<file path="src/hdl/hcm_pkg.sv">
// shared constants and types of the height to color map unit
package hcm_pkg;

	// default widths of the height samples and of the normalized fraction
	localparam int HEIGHT_BITS_DEF   = 16;
	localparam int FRACTION_BITS_DEF = 16;

	// configuration port
	localparam int CFG_ADDR_BITS = 2;

	typedef enum logic [CFG_ADDR_BITS-1:0] {
		REG_HEIGHT_MIN = 2'd0,
		REG_HEIGHT_MAX = 2'd1,
		REG_COLOR_MODE = 2'd2
	} cfg_reg_t;

	// pixel layout: red, green, blue bytes from the lowest bit up
	localparam int CHAN_BITS  = 8;
	localparam int CHANNELS   = 3;
	localparam int PIXEL_BITS = CHAN_BITS * CHANNELS;

	// knot levels of the colormap, bit i is knot i (red, yellow, green, cyan, blue)
	localparam int KNOT_COUNT = 5;
	localparam logic [KNOT_COUNT-1:0] KNOTS [CHANNELS] = '{
		5'b00011,   // red
		5'b01110,   // green
		5'b11000    // blue
	};

	// side information that travels with each request down the pipeline
	typedef struct packed {
		logic blank;   // empty or inverted range, pixel is black
		logic mode;    // 0 grayscale, 1 colormap
		logic last;    // end of frame
	} side_t;

endpackage

</file>
<file path="src/hdl/hcm_prep.sv">
// front stages: range difference, distance to the reference end, clamping
module hcm_prep
	import hcm_pkg::*;
#(
	parameter int HEIGHT_BITS = HEIGHT_BITS_DEF
) (
	input  logic                   clk,
	input  logic                   arst_n,
	input  logic                   adv,
	input  logic                   in_valid,
	input  logic [HEIGHT_BITS-1:0] height,
	input  logic                   last,
	input  logic [HEIGHT_BITS-1:0] cfg_min,
	input  logic [HEIGHT_BITS-1:0] cfg_max,
	input  logic                   cfg_mode,
	output logic                   out_valid,
	output side_t                  out_side,
	output logic [HEIGHT_BITS-1:0] out_num,
	output logic [HEIGHT_BITS-1:0] out_den
);

	logic signed [HEIGHT_BITS:0] lo_x, hi_x, z_x, den_x, dist_x;
	logic                        valid_s1, valid_s2;
	side_t                       side_s1, side_s2;
	logic signed [HEIGHT_BITS:0] den_s1, dist_s1;
	logic [HEIGHT_BITS-1:0]      den_s2, num_s2, num_x;

	// sign extend by one bit so the differences cannot overflow
	assign lo_x   = $signed({cfg_min[HEIGHT_BITS-1], cfg_min});
	assign hi_x   = $signed({cfg_max[HEIGHT_BITS-1], cfg_max});
	assign z_x    = $signed({height[HEIGHT_BITS-1], height});
	assign den_x  = hi_x - lo_x;
	assign dist_x = cfg_mode ? (hi_x - z_x) : (z_x - lo_x);

	// clamp the distance into [0, den]
	always_comb begin
		if (dist_s1[HEIGHT_BITS]) begin
			num_x = '0;
		end else if (dist_s1 > den_s1) begin
			num_x = den_s1[HEIGHT_BITS-1:0];
		end else begin
			num_x = dist_s1[HEIGHT_BITS-1:0];
		end
	end

	// valid bits
	always_ff @(posedge clk or negedge arst_n) begin
		if (!arst_n) begin
			valid_s1 <= 1'b0;
			valid_s2 <= 1'b0;
		end else if (adv) begin
			valid_s1 <= in_valid;
			valid_s2 <= valid_s1;
		end
	end

	// payload
	always_ff @(posedge clk) begin
		if (adv) begin
			side_s1.blank <= !(hi_x > lo_x);
			side_s1.mode  <= cfg_mode;
			side_s1.last  <= last;
			den_s1        <= den_x;
			dist_s1       <= dist_x;
			side_s2       <= side_s1;
			den_s2        <= den_s1[HEIGHT_BITS-1:0];
			num_s2        <= num_x;
		end
	end

	assign out_valid = valid_s2;
	assign out_side  = side_s2;
	assign out_num   = num_s2;
	assign out_den   = den_s2;

endmodule

</file>
<file path="src/hdl/hcm_div.sv">
// pipelined restoring divider, one quotient bit per stage: floor(num * 2^F / den)
module hcm_div
	import hcm_pkg::*;
#(
	parameter int HEIGHT_BITS   = HEIGHT_BITS_DEF,
	parameter int FRACTION_BITS = FRACTION_BITS_DEF
) (
	input  logic                     clk,
	input  logic                     arst_n,
	input  logic                     adv,
	input  logic                     in_valid,
	input  side_t                    in_side,
	input  logic [HEIGHT_BITS-1:0]   num,
	input  logic [HEIGHT_BITS-1:0]   den,
	output logic                     out_valid,
	output side_t                    out_side,
	output logic [FRACTION_BITS:0]   quo
);

	localparam int STAGES = FRACTION_BITS + 1;

	logic                   valid_s [STAGES];
	side_t                  side_s  [STAGES];
	logic [FRACTION_BITS:0] quo_s   [STAGES];
	logic [HEIGHT_BITS-1:0] rem_s   [STAGES-1];
	logic [HEIGHT_BITS-1:0] den_s   [STAGES-1];

	// first stage: num <= den, so the integer bit is num == den
	logic                   bit0;
	logic [HEIGHT_BITS-1:0] rem0;

	assign bit0 = (num >= den);
	assign rem0 = bit0 ? (num - den) : num;

	always_ff @(posedge clk or negedge arst_n) begin
		if (!arst_n) begin
			valid_s[0] <= 1'b0;
		end else if (adv) begin
			valid_s[0] <= in_valid;
		end
	end

	always_ff @(posedge clk) begin
		if (adv) begin
			side_s[0] <= in_side;
			quo_s[0]  <= {{FRACTION_BITS{1'b0}}, bit0};
			rem_s[0]  <= rem0;
			den_s[0]  <= den;
		end
	end

	// fraction stages: shift in a zero, compare and subtract
	for (genvar k = 1; k < STAGES; k++) begin : g_stage
		logic [HEIGHT_BITS:0]   shifted;
		logic                   qbit;
		logic [HEIGHT_BITS:0]   diff;

		assign shifted = {rem_s[k-1], 1'b0};
		assign qbit    = (shifted >= {1'b0, den_s[k-1]});
		assign diff    = shifted - {1'b0, den_s[k-1]};

		always_ff @(posedge clk or negedge arst_n) begin
			if (!arst_n) begin
				valid_s[k] <= 1'b0;
			end else if (adv) begin
				valid_s[k] <= valid_s[k-1];
			end
		end

		always_ff @(posedge clk) begin
			if (adv) begin
				side_s[k] <= side_s[k-1];
				quo_s[k]  <= {quo_s[k-1][FRACTION_BITS-1:0], qbit};
			end
		end

		// the remainder stays below den, so it fits back into the height width
		if (k < STAGES - 1) begin : g_rem
			always_ff @(posedge clk) begin
				if (adv) begin
					rem_s[k] <= qbit ? diff[HEIGHT_BITS-1:0] : shifted[HEIGHT_BITS-1:0];
					den_s[k] <= den_s[k-1];
				end
			end
		end
	end

	assign out_valid = valid_s[STAGES-1];
	assign out_side  = side_s[STAGES-1];
	assign quo       = quo_s[STAGES-1];

endmodule

</file>
<file path="src/hdl/hcm_shade.sv">
// color stages: knot interpolation or gray level, then scaling to bytes
module hcm_shade
	import hcm_pkg::*;
#(
	parameter int FRACTION_BITS = FRACTION_BITS_DEF
) (
	input  logic                   clk,
	input  logic                   arst_n,
	input  logic                   adv,
	input  logic                   in_valid,
	input  side_t                  in_side,
	input  logic [FRACTION_BITS:0] quo,
	output logic                   out_valid,
	output logic                   out_last,
	output logic [CHAN_BITS-1:0]   red,
	output logic [CHAN_BITS-1:0]   green,
	output logic [CHAN_BITS-1:0]   blue
);

	localparam int SEG_BITS = $clog2(KNOT_COUNT - 1);

	logic [SEG_BITS-1:0]    seg;
	logic [SEG_BITS:0]      seg_next;
	logic [FRACTION_BITS:0] rem;
	logic [FRACTION_BITS:0] one;
	logic [FRACTION_BITS:0] chan_x  [CHANNELS];
	logic [FRACTION_BITS:0] chan_s1 [CHANNELS];
	logic [CHAN_BITS-1:0]   byte_s2 [CHANNELS];
	logic [FRACTION_BITS+CHAN_BITS:0] scaled [CHANNELS];
	logic                   valid_s1, valid_s2, last_s1, last_s2;

	assign one = {1'b1, {FRACTION_BITS{1'b0}}};

	// segment and remainder of 4 * q; q equal to one lands at the end of the last segment
	always_comb begin
		if (quo[FRACTION_BITS]) begin
			seg = SEG_BITS'(KNOT_COUNT - 2);
			rem = one;
		end else begin
			seg = quo[FRACTION_BITS-1 -: SEG_BITS];
			rem = {1'b0, quo[FRACTION_BITS-SEG_BITS-1:0], {SEG_BITS{1'b0}}};
		end
		seg_next = {1'b0, seg} + 1'b1;
	end

	// channel fractions per knot pair
	always_comb begin
		for (int ch = 0; ch < CHANNELS; ch++) begin
			logic here, next;
			here = KNOTS[ch][seg];
			next = KNOTS[ch][seg_next];
			if (in_side.blank) begin
				chan_x[ch] = '0;
			end else if (!in_side.mode) begin
				chan_x[ch] = quo;
			end else if (next && !here) begin
				chan_x[ch] = rem;
			end else if (here && !next) begin
				chan_x[ch] = one - rem;
			end else if (here) begin
				chan_x[ch] = one;
			end else begin
				chan_x[ch] = '0;
			end
		end
	end

	// byte = floor(255 * c / 2^F), with 255 * c as a shift and a subtract
	always_comb begin
		for (int ch = 0; ch < CHANNELS; ch++) begin
			scaled[ch] = {chan_s1[ch], {CHAN_BITS{1'b0}}} - {{CHAN_BITS{1'b0}}, chan_s1[ch]};
		end
	end

	always_ff @(posedge clk or negedge arst_n) begin
		if (!arst_n) begin
			valid_s1 <= 1'b0;
			valid_s2 <= 1'b0;
		end else if (adv) begin
			valid_s1 <= in_valid;
			valid_s2 <= valid_s1;
		end
	end

	always_ff @(posedge clk) begin
		if (adv) begin
			last_s1 <= in_side.last;
			last_s2 <= last_s1;
			for (int ch = 0; ch < CHANNELS; ch++) begin
				chan_s1[ch] <= chan_x[ch];
				byte_s2[ch] <= scaled[ch][FRACTION_BITS+CHAN_BITS-1:FRACTION_BITS];
			end
		end
	end

	assign out_valid = valid_s2;
	assign out_last  = last_s2;
	assign red       = byte_s2[0];
	assign green     = byte_s2[1];
	assign blue      = byte_s2[2];

endmodule

</file>
<file path="src/hdl/hcm_skid.sv">
// output register with one skid entry; stalls the pipeline only when the skid is full
module hcm_skid
	import hcm_pkg::*;
(
	input  logic                  clk,
	input  logic                  arst_n,
	input  logic                  in_valid,
	input  logic [PIXEL_BITS-1:0] in_data,
	input  logic                  in_last,
	output logic                  adv,
	output logic                  m_tvalid,
	input  logic                  m_tready,
	output logic [PIXEL_BITS-1:0] m_tdata,
	output logic                  m_tlast
);

	logic                  out_valid_q, skid_valid_q;
	logic [PIXEL_BITS:0]   out_q, skid_q;
	logic                  take, push;

	assign adv  = !skid_valid_q;
	assign push = in_valid && !skid_valid_q;
	assign take = !out_valid_q || m_tready;

	always_ff @(posedge clk or negedge arst_n) begin
		if (!arst_n) begin
			out_valid_q  <= 1'b0;
			skid_valid_q <= 1'b0;
		end else if (take) begin
			out_valid_q  <= skid_valid_q || push;
			skid_valid_q <= 1'b0;
		end else if (push) begin
			skid_valid_q <= 1'b1;
		end
	end

	// the skid entry drains first, it holds the older request
	always_ff @(posedge clk) begin
		if (take) begin
			if (skid_valid_q) begin
				out_q <= skid_q;
			end else if (push) begin
				out_q <= {in_last, in_data};
			end
		end else if (push) begin
			skid_q <= {in_last, in_data};
		end
	end

	assign m_tvalid = out_valid_q;
	assign m_tdata  = out_q[PIXEL_BITS-1:0];
	assign m_tlast  = out_q[PIXEL_BITS];

endmodule

</file>
<file path="src/hdl/height_to_color_map_unit.sv">
// top level of the height to color map unit
//
// Maps one signed height sample per request to one RGB pixel.
// Input stream: s_tdata carries the height, s_tlast marks the last pixel of a frame.
// Output stream: m_tdata carries red, green, blue bytes, m_tlast copies the frame end.
// Configuration: cfg_we writes cfg_wdata to register cfg_addr (0 minimum height,
// 1 maximum height, 2 color mode); write only while no request is in flight.
// Grayscale mode ramps from the minimum (black) to the maximum (white); colormap
// mode runs red, yellow, green, cyan, blue from the maximum down to the minimum.
// An empty or inverted range gives black pixels.
// Path from input acceptance to m_tvalid: two range stages, FRACTION_BITS + 1
// divider stages, two color stages and the output register. Throughput: one pixel
// per cycle while the receiver keeps m_tready high, set by the one-bit-per-stage
// divider pipeline.
// Reset clears all valid bits and loads minimum 0, maximum the largest positive
// height and grayscale mode. When the receiver stalls, one more pixel parks in a
// skid entry and then s_tready drops until the output drains; nothing is lost.
module height_to_color_map_unit
	import hcm_pkg::*;
#(
	parameter int HEIGHT_BITS   = HEIGHT_BITS_DEF,
	parameter int FRACTION_BITS = FRACTION_BITS_DEF
) (
	input  logic                                 clk,
	input  logic                                 arst_n,
	input  logic                                 cfg_we,
	input  logic [CFG_ADDR_BITS-1:0]             cfg_addr,
	input  logic [HEIGHT_BITS-1:0]               cfg_wdata,
	input  logic                                 s_tvalid,
	output logic                                 s_tready,
	input  logic [((HEIGHT_BITS+7)/8)*8-1:0]     s_tdata,   // height
	input  logic                                 s_tlast,
	output logic                                 m_tvalid,
	input  logic                                 m_tready,
	output logic [PIXEL_BITS-1:0]                m_tdata,   // red, green, blue
	output logic                                 m_tlast
);

	logic [HEIGHT_BITS-1:0] height_min_q, height_max_q;
	logic                   color_mode_q;
	logic                   adv;

	logic                   prep_valid;
	side_t                  prep_side;
	logic [HEIGHT_BITS-1:0] prep_num, prep_den;

	logic                   div_valid;
	side_t                  div_side;
	logic [FRACTION_BITS:0] div_quo;

	logic                   shade_valid, shade_last;
	logic [CHAN_BITS-1:0]   shade_red, shade_green, shade_blue;

	// configuration registers
	always_ff @(posedge clk or negedge arst_n) begin
		if (!arst_n) begin
			height_min_q <= '0;
			height_max_q <= {1'b0, {(HEIGHT_BITS-1){1'b1}}};
			color_mode_q <= 1'b0;
		end else if (cfg_we) begin
			case (cfg_reg_t'(cfg_addr))
				REG_HEIGHT_MIN: height_min_q <= cfg_wdata;
				REG_HEIGHT_MAX: height_max_q <= cfg_wdata;
				REG_COLOR_MODE: color_mode_q <= cfg_wdata[0];
				default: ;
			endcase
		end
	end

	assign s_tready = adv;

	// range and distance
	hcm_prep #(
		.HEIGHT_BITS(HEIGHT_BITS)
	) u_prep (
		.clk      (clk),
		.arst_n   (arst_n),
		.adv      (adv),
		.in_valid (s_tvalid),
		.height   (s_tdata[HEIGHT_BITS-1:0]),
		.last     (s_tlast),
		.cfg_min  (height_min_q),
		.cfg_max  (height_max_q),
		.cfg_mode (color_mode_q),
		.out_valid(prep_valid),
		.out_side (prep_side),
		.out_num  (prep_num),
		.out_den  (prep_den)
	);

	// normalization
	hcm_div #(
		.HEIGHT_BITS  (HEIGHT_BITS),
		.FRACTION_BITS(FRACTION_BITS)
	) u_div (
		.clk      (clk),
		.arst_n   (arst_n),
		.adv      (adv),
		.in_valid (prep_valid),
		.in_side  (prep_side),
		.num      (prep_num),
		.den      (prep_den),
		.out_valid(div_valid),
		.out_side (div_side),
		.quo      (div_quo)
	);

	// color
	hcm_shade #(
		.FRACTION_BITS(FRACTION_BITS)
	) u_shade (
		.clk      (clk),
		.arst_n   (arst_n),
		.adv      (adv),
		.in_valid (div_valid),
		.in_side  (div_side),
		.quo      (div_quo),
		.out_valid(shade_valid),
		.out_last (shade_last),
		.red      (shade_red),
		.green    (shade_green),
		.blue     (shade_blue)
	);

	// output buffer
	hcm_skid u_skid (
		.clk     (clk),
		.arst_n  (arst_n),
		.in_valid(shade_valid),
		.in_data ({shade_blue, shade_green, shade_red}),
		.in_last (shade_last),
		.adv     (adv),
		.m_tvalid(m_tvalid),
		.m_tready(m_tready),
		.m_tdata (m_tdata),
		.m_tlast (m_tlast)
	);

endmodule

</file>
<file path="config.mk">
export PLATFORM = sky130hd
export DESIGN_NAME = height_to_color_map_unit
export DESIGN_NICKNAME = d
export VERILOG_FILES = /design/src/hdl/hcm_pkg.sv /design/src/hdl/hcm_prep.sv /design/src/hdl/hcm_div.sv /design/src/hdl/hcm_shade.sv /design/src/hdl/hcm_skid.sv /design/src/hdl/height_to_color_map_unit.sv
export SDC_FILE = /design/constraint.sdc
export NUM_CORES = 2
export LEC_CHECK = 0
export BUFFER_PORTS_ARGS = -buffer_cell sky130_fd_sc_hd__buf_2
export CAP_MARGIN = 20
export CORE_MARGIN = 3
export CORE_UTILIZATION = 30
export DETAILED_ROUTE_END_ITERATION = 8
export GPL_ROUTABILITY_DRIVEN = 1
export PLACE_DENSITY = 0.45
export RECOVER_POWER = 25
export SYNTH_ARGS = -nofsm -noshare
export SYNTH_HDL_FRONTEND = slang
export SYNTH_SLANG_ARGS = --single-unit
</file>
<file path="constraint.sdc">
create_clock -name clk -period 28.2 [get_ports clk]
set_clock_uncertainty 0.2 [all_clocks]
set_input_delay 1.41 -clock clk [delete_from_list [all_inputs] [get_ports clk]]
set_output_delay 1.41 -clock clk [all_outputs]
set_load 0.02 [all_outputs]
</file>
# Word level (Yosys, flattened, before mapping)
# Memories as Yosys holds them, arrays and structs flattened.
# Index checks and enable logic that the tools add are counted.
# classes
bitwise_logic	1
add_sub_neg	24
n_mux	49
n_lt_le_gt_ge	21
n_reduce_logical	26
eq_ne	2
# op_table
cell	count
17-bit two-way mux	17
17-bit by 16-bit >= comparator with 1-bit output	16
16-bit two-way mux	17
16-bit subtractor	16
24-bit by 17-bit subtractor with 24-bit output	3
16-bit by 16-bit subtractor with 17-bit output	3
25-bit two-way mux	2
17-bit greater-than comparator	1
17-bit subtractor (first input constant)	1
16-bit >= comparator	1
16-bit greater-than comparator	1
2-bit AND reduction	5
1-bit logical NOT	9
1-bit two-way mux	9
1-bit logical AND	7
1-bit binary-select mux with 2-bit select	3
2-bit by 4-bit < comparator with 1-bit output (second input constant)	1
3-bit by 4-bit < comparator with 1-bit output (second input constant)	1
2-bit nonzero test	2
2-bit by 1-bit adder with 3-bit output (second input constant)	1
2-bit by 1-bit == test with 1-bit output (second input constant)	1
2-bit == test (second input constant)	1
2-bit logical NOT	1
1-bit logical OR	2
2 further kinds	2
# word_totals
ramBits	927
rom_bits	24
mem_count	9
regBits	180
# memory_table
memory	depth	word_bits	rd	rd_ports_with_merged_regs	write_ports	line	rtl
u_div.quo_s	17	17	17	0	17	hcm_div.sv:24	logic [FRACTION_BITS:0] quo_s [STAGES];
u_div.den_s	16	16	16	0	16	hcm_div.sv:26	logic [HEIGHT_BITS-1:0] den_s [STAGES-1];
u_div.rem_s	16	16	16	0	16	hcm_div.sv:25	logic [HEIGHT_BITS-1:0] rem_s [STAGES-1];
u_div.side_s	17	3	17	0	17	hcm_div.sv:23	side_t side_s [STAGES];
u_shade.chan_s1	3	17	3	0	3	hcm_shade.sv:27	logic [FRACTION_BITS:0] chan_s1 [CHANNELS];
u_shade.byte_s2	3	8	3	0	3	hcm_shade.sv:28	logic [CHAN_BITS-1:0] byte_s2 [CHANNELS];
3 more memories	--	--	--	--	--	--	

# Longest topological paths before layout
# An unclocked memory read counts as a cell.
# depth
ltp_word	11
depth_mapped	13
ltp_nobuf	12

# Hierarchy
# From an unflattened synthesis, not the netlist that was laid out.
# unflattened
hier_cells	4322
area_unflattened_um2	52551.7
# by_module_without_submodules
mod	area_per_inst_um2	instances	cells_per_inst
hcm_div	39011.2	1	3139
hcm_prep	5746.8	1	584
hcm_shade	4534.3	1	441
hcm_skid	1986.9	1	87
height_to_color_map_unit	1272.5	1	71

# Worst setup path after synthesis
# No wires, ideal clock.
# synth_timing
kind	reg2out
startpoint	reg u_skid.skid_valid_q
endpoint	out s_tready
t_required_ns	26.590
stages_incl_launch_ff	4
slack_ns	9.272
arrival_ns	17.318
path_buffers	2
path_cell_list	dfrtp_1 -> clkbuf_1 -> clkbuf_1 -> inv_1
# synth_between
elab_chain_len	1
# synth_rtl
element	line	rtl
start: declaration	hcm_skid.sv:17	logic out_valid_q, skid_valid_q;
start signal: assignment	hcm_skid.sv:28	skid_valid_q <= 1'b0;
start signal: assignment	hcm_skid.sv:31	skid_valid_q <= 1'b0;
start signal: assignment	hcm_skid.sv:33	skid_valid_q <= 1'b1;
1-bit logical NOT	hcm_skid.sv:21	assign adv = !skid_valid_q;
end: declaration	height_to_color_map_unit.sv:30	output logic s_tready,
# Every way passes these cells.

==> results.md <==
- The flow ran to the end, and the final reports show no timing, DRC or antenna violations.
- The count of buffers added on input and output ports is 66.
- The count of flip-flops with a built-in enable after synthesis is 911.
- The synthesis-stage register bit count is 967.
- The type of the most critical hold path is flip-flop to flip-flop.
- Buffers added to address setup during post-CTS repair amount to 0.
- The die is 417 um tall.
- Of all nets on the critical path, the largest fanout is 189.
- The global-route wire length before repair is 170000 um.
- In this run the cell area of the synthesized design comes to 50700 um^2.
- The number of DRC violations after detailed routing is 0.
- Setup slack on the worst reg-to-reg path comes out at 23.59 ns.
- The sum of net half-perimeters after detailed placement is 76500 um.
- The number of global-route vias before repair is 30961.
- The floorplan step defined a die boundary enclosing 174000 um^2.
- The clock slew seen by the registers of the worst setup and hold paths is 0.06 ns.
- The clock sink total is 967.
- The nature of the critical path endpoint is a flip-flop.
- The worst hold path depth is 0.
- The end of the worst hold path is u_div.quo_s[0][178].
- The capture instance of the worst register-to-register path is u_div.den_s[0][4].
- The number of design-rule violations left by the first detailed-router iteration is 1873.
- The minimum period implied by the final worst setup slack is 4.61 ns.
- After floorplanning, the core was sized to cover 168000 um^2.
- The required time reported for the critical path endpoint is 28.34 ns.
- At the end of routability-driven placement, the weighted congestion stood at 0.823.
- The worst reg2reg path depth is 5.
- The tool flagged a number of max-cap violations equal to 0.
- The number of buffers inserted during clock tree synthesis is 111.
- The clock tree buffer depth is 3.
- The floorplan has 150 rows.
- The arrival time at the worst endpoint is 4.75 ns.
- The number of hold buffers added after CTS was 0.
- The clock latency reported for the late side of the worst-skew pair is 0.72 ns.
- In this run, post-CTS repair resized a total of 0 instances.
- Measured along the x axis, the die boundary spans 417 um.
- Measured against its own limit, the worst slew margin works out to 6.75%.
- After synthesis, flip-flops and latches occupy 56.8% of the total area.
- At the end of the flow, the number of nets in the layout was 4682.
- By startpoint and endpoint, the worst setup path is classified as flip-flop to flip-flop.
- For the pin with the worst max-slew slack, the measured transition is 1.40 ns.
- The initial utilization of the core area, before any placement, comes to 30.2%.
- The final design utilization is 34.3%.
- Averaged over all synthesized cells, the footprint is 12.3 um^2.
- In the synthesized netlist the dominant register cell turns out to be edfxtp_1.
- In the finished design, the share of the clock period the worst path needs comes to 16.3%.
- In the final timing run, aggregate negative setup slack is 0 ns.
- TritonCTS built the clock tree.
- Cells with a size suffix above 1 make up 12.4% of the layout.
- Setup repair after global routing left no endpoint under its margin.
- The all-layer global routing usage is 12.1%.
- The via total after detailed routing is 30643.
- The netlist uses 90 different library cells.
- The count of yosys warnings during synthesis is 0.
- The routed wire length per instance is 16.0 um.
- The ratio of routed vias to standard cells is 4.67.
- Global routing finished with a remaining overflow of 0.
- The final count of hold timing violations came to 0.
- The startpoint of the worst register-to-register path is u_skid.skid_valid_q.
- The startpoint identified for the worst hold timing path is u_div.quo_s[0][160].
- The first TritonRoute pass finished after 5 iterations.
- The number of levels in the clock H-tree is 3.
- For this run, the top clock speed supported by timing is 0.217 GHz.
- The detail route stage leaves a number of antenna-violating nets equal to 0.
- The worst setup path is launched from a flip-flop.
- The number of max-slew violations in the final report was 0.
- Entering global routing, the biggest net connects 190 pins.
- The number of antenna violations at the first check in global routing was 1.
- For this design the top-level I/O count stands at 67.
- The antenna diode count is 0.
- The total setup violations reported at the end of the flow is 0.
- The count of mapped cells out of synthesis is 4122.
- The proportion of register bits with asynchronous set or reset after synthesis is 5.79%.
- Clock tree synthesis selected as its root buffer the cell clkbuf_16.
- Wires add up to 105000 um.
- The net count after synthesis is 4546.
- Compared with the post-synthesis result, the final layout area differs by 13.5%.
[worst max-delay path, stage by stage, from the launching register on]
cell and delay [ns]:
dfrtp_2 0.44, inv_8 0.32, buf_4 0.68, buf_12 0.72, buf_4 0.79, buf_12 0.62
[flip-flops by register name (all words and copies together), names as in the netlist, 16 cells and up]
name	cells
u_div.rem_s	256
u_div.quo_s	153
u_skid.out_q	25
u_prep.out_den	16
u_prep.dist_s1	17
u_div.valid_s	16
u_shade.chan_s1	47
u_shade.byte_s2	24
u_div.side_s	51
height_min_q	16
u_div.den_s	256
u_skid.skid_q	25
height_max_q	16
u_prep.out_num	16
u_prep.den_s1	17
[cells by family (layout without fill, tap and decap cells)]
| logic type | count (synthesis) | in the layout | share of synthesized area, % |
|---|---|---|---|
| DFF | 967 | 967 | 56.8 |
| buffers and inverters | 473 | 705 | 3.67 |
| AOI/OAI and AO/OA | 912 | 912 | 11.8 |
| adders and majority gates | 384 | 384 | 9.76 |
| xor gates and xnor gates | 226 | 226 | 3.91 |
| muxes | 227 | 227 | 5.07 |
| and+or+nand+nor | 933 | 933 | 9.01 |
[worst max path at each step]
stage	startpoint	to	slack (ns)	cells past startpoint
floorplan	u_skid.skid_valid_q	s_tready	9.27	3
global route	u_skid.skid_valid_q	u_div.den_s[0][4]	23.20	5
finish	u_skid.skid_valid_q	u_div.den_s[0][4]	23.59	5
global placement	u_skid.skid_valid_q	u_prep.out_den[0]	23.54	5
detailed placement	u_skid.skid_valid_q	u_prep.out_den[0]	23.48	5
CTS	u_skid.skid_valid_q	u_div.den_s[0][4]	23.46	5
[routing by layer]
| metal | vias to the layer above | track usage, % | part of all wire [%] |
|---|---|---|---|
| li1 | 15493 | - | - |
| met1 | 14593 | 15.7 | 46 |
| met2 | 387 | 20.6 | 48 |
| met3 | 170 | 2.07 | 3.3 |
| met4 | 0 | 3.48 | 2.6 |
| met5 | - | 0 | 0 |
[placed cells by master (no fill, tap or decap), types with 16 or more instances in the layout]
cell type	instances
nor3_1	74
a31oi_1	36
o21ai_0	233
dfrtp_1	40
clkinv_2	23
clkinv_1	24
inv_1	404
nor2b_1	82
nor2_1	273
xnor2_1	150
nand2_1	222
edfxtp_1	911
nand4_1	41
or3_1	18
a211oi_1	17
o31ai_1	36
xor2_1	76
nand2b_1	67
mux2_2	181
and2_1	16
o31a_1	22
buf_4	17
o21a_1	96
and3_1	16
buf_2	66
a21o_1	83
clkbuf_1	23
nand3_1	46
nor4_1	24
ha_1	365
clkbuf_16	113
fa_1	19
bufinv_16	16
mux2i_1	32
a21oi_1	227
[layout make-up]
cell class | instances | area (um^2)
fill | 16638 | 110000
sequential | 967 | 28800
multi-input combinational | 2682 | 20100
clock buffer | 135 | 2910
tap | 2204 | 2760
inverter | 405 | 1530
clock inverter | 74 | 851
timing repair buffer | 91 | 594
[synth_stat cells, drive strengths merged, types with 15 or more instances]
cell type  instances  area share, %
fa                19           0.75
inv              405            3.0
nand2            222            1.6
and2              16           0.20
o31ai             36           0.53
a31oi             37           0.47
nand3             46           0.45
o21ai            241            2.4
nor3              75           0.75
nor2b             84            1.0
mux2             195            4.4
nor4              25           0.32
a21o              83            1.2
nand2b            67           0.83
buf               18           0.30
ha               365            9.0
clkbuf            50           0.37
edfxtp           911             54
dfrtp             41            2.0
mux2i             32           0.63
a221oi            19           0.40
a21oi            233            2.3
nand4             41           0.51
or3               18           0.22
a211oi            17           0.25
xnor2            150            2.6
o21a              96            1.4
dfstp             15           0.78
xor2              76            1.3
o31a              26           0.46
and3              16           0.20
nor2             277            2.1
[through the flow]
stage	hold slack [ns]	setup slack, ns	instances	instance area (um^2)
floorplan	0.200	9.27	4122	50700
global placement	0.201	23.54	6345	53700
detailed placement	0.205	23.48	6345	53700
CTS	0.187	23.46	6554	57400
global route	0.198	23.20	6558	57500
finish	0.196	23.59	6558	57500
Power is left out: the tool's default activity adds up to more than one toggle a clock period on the data nets, which glitch-free logic cannot reach.
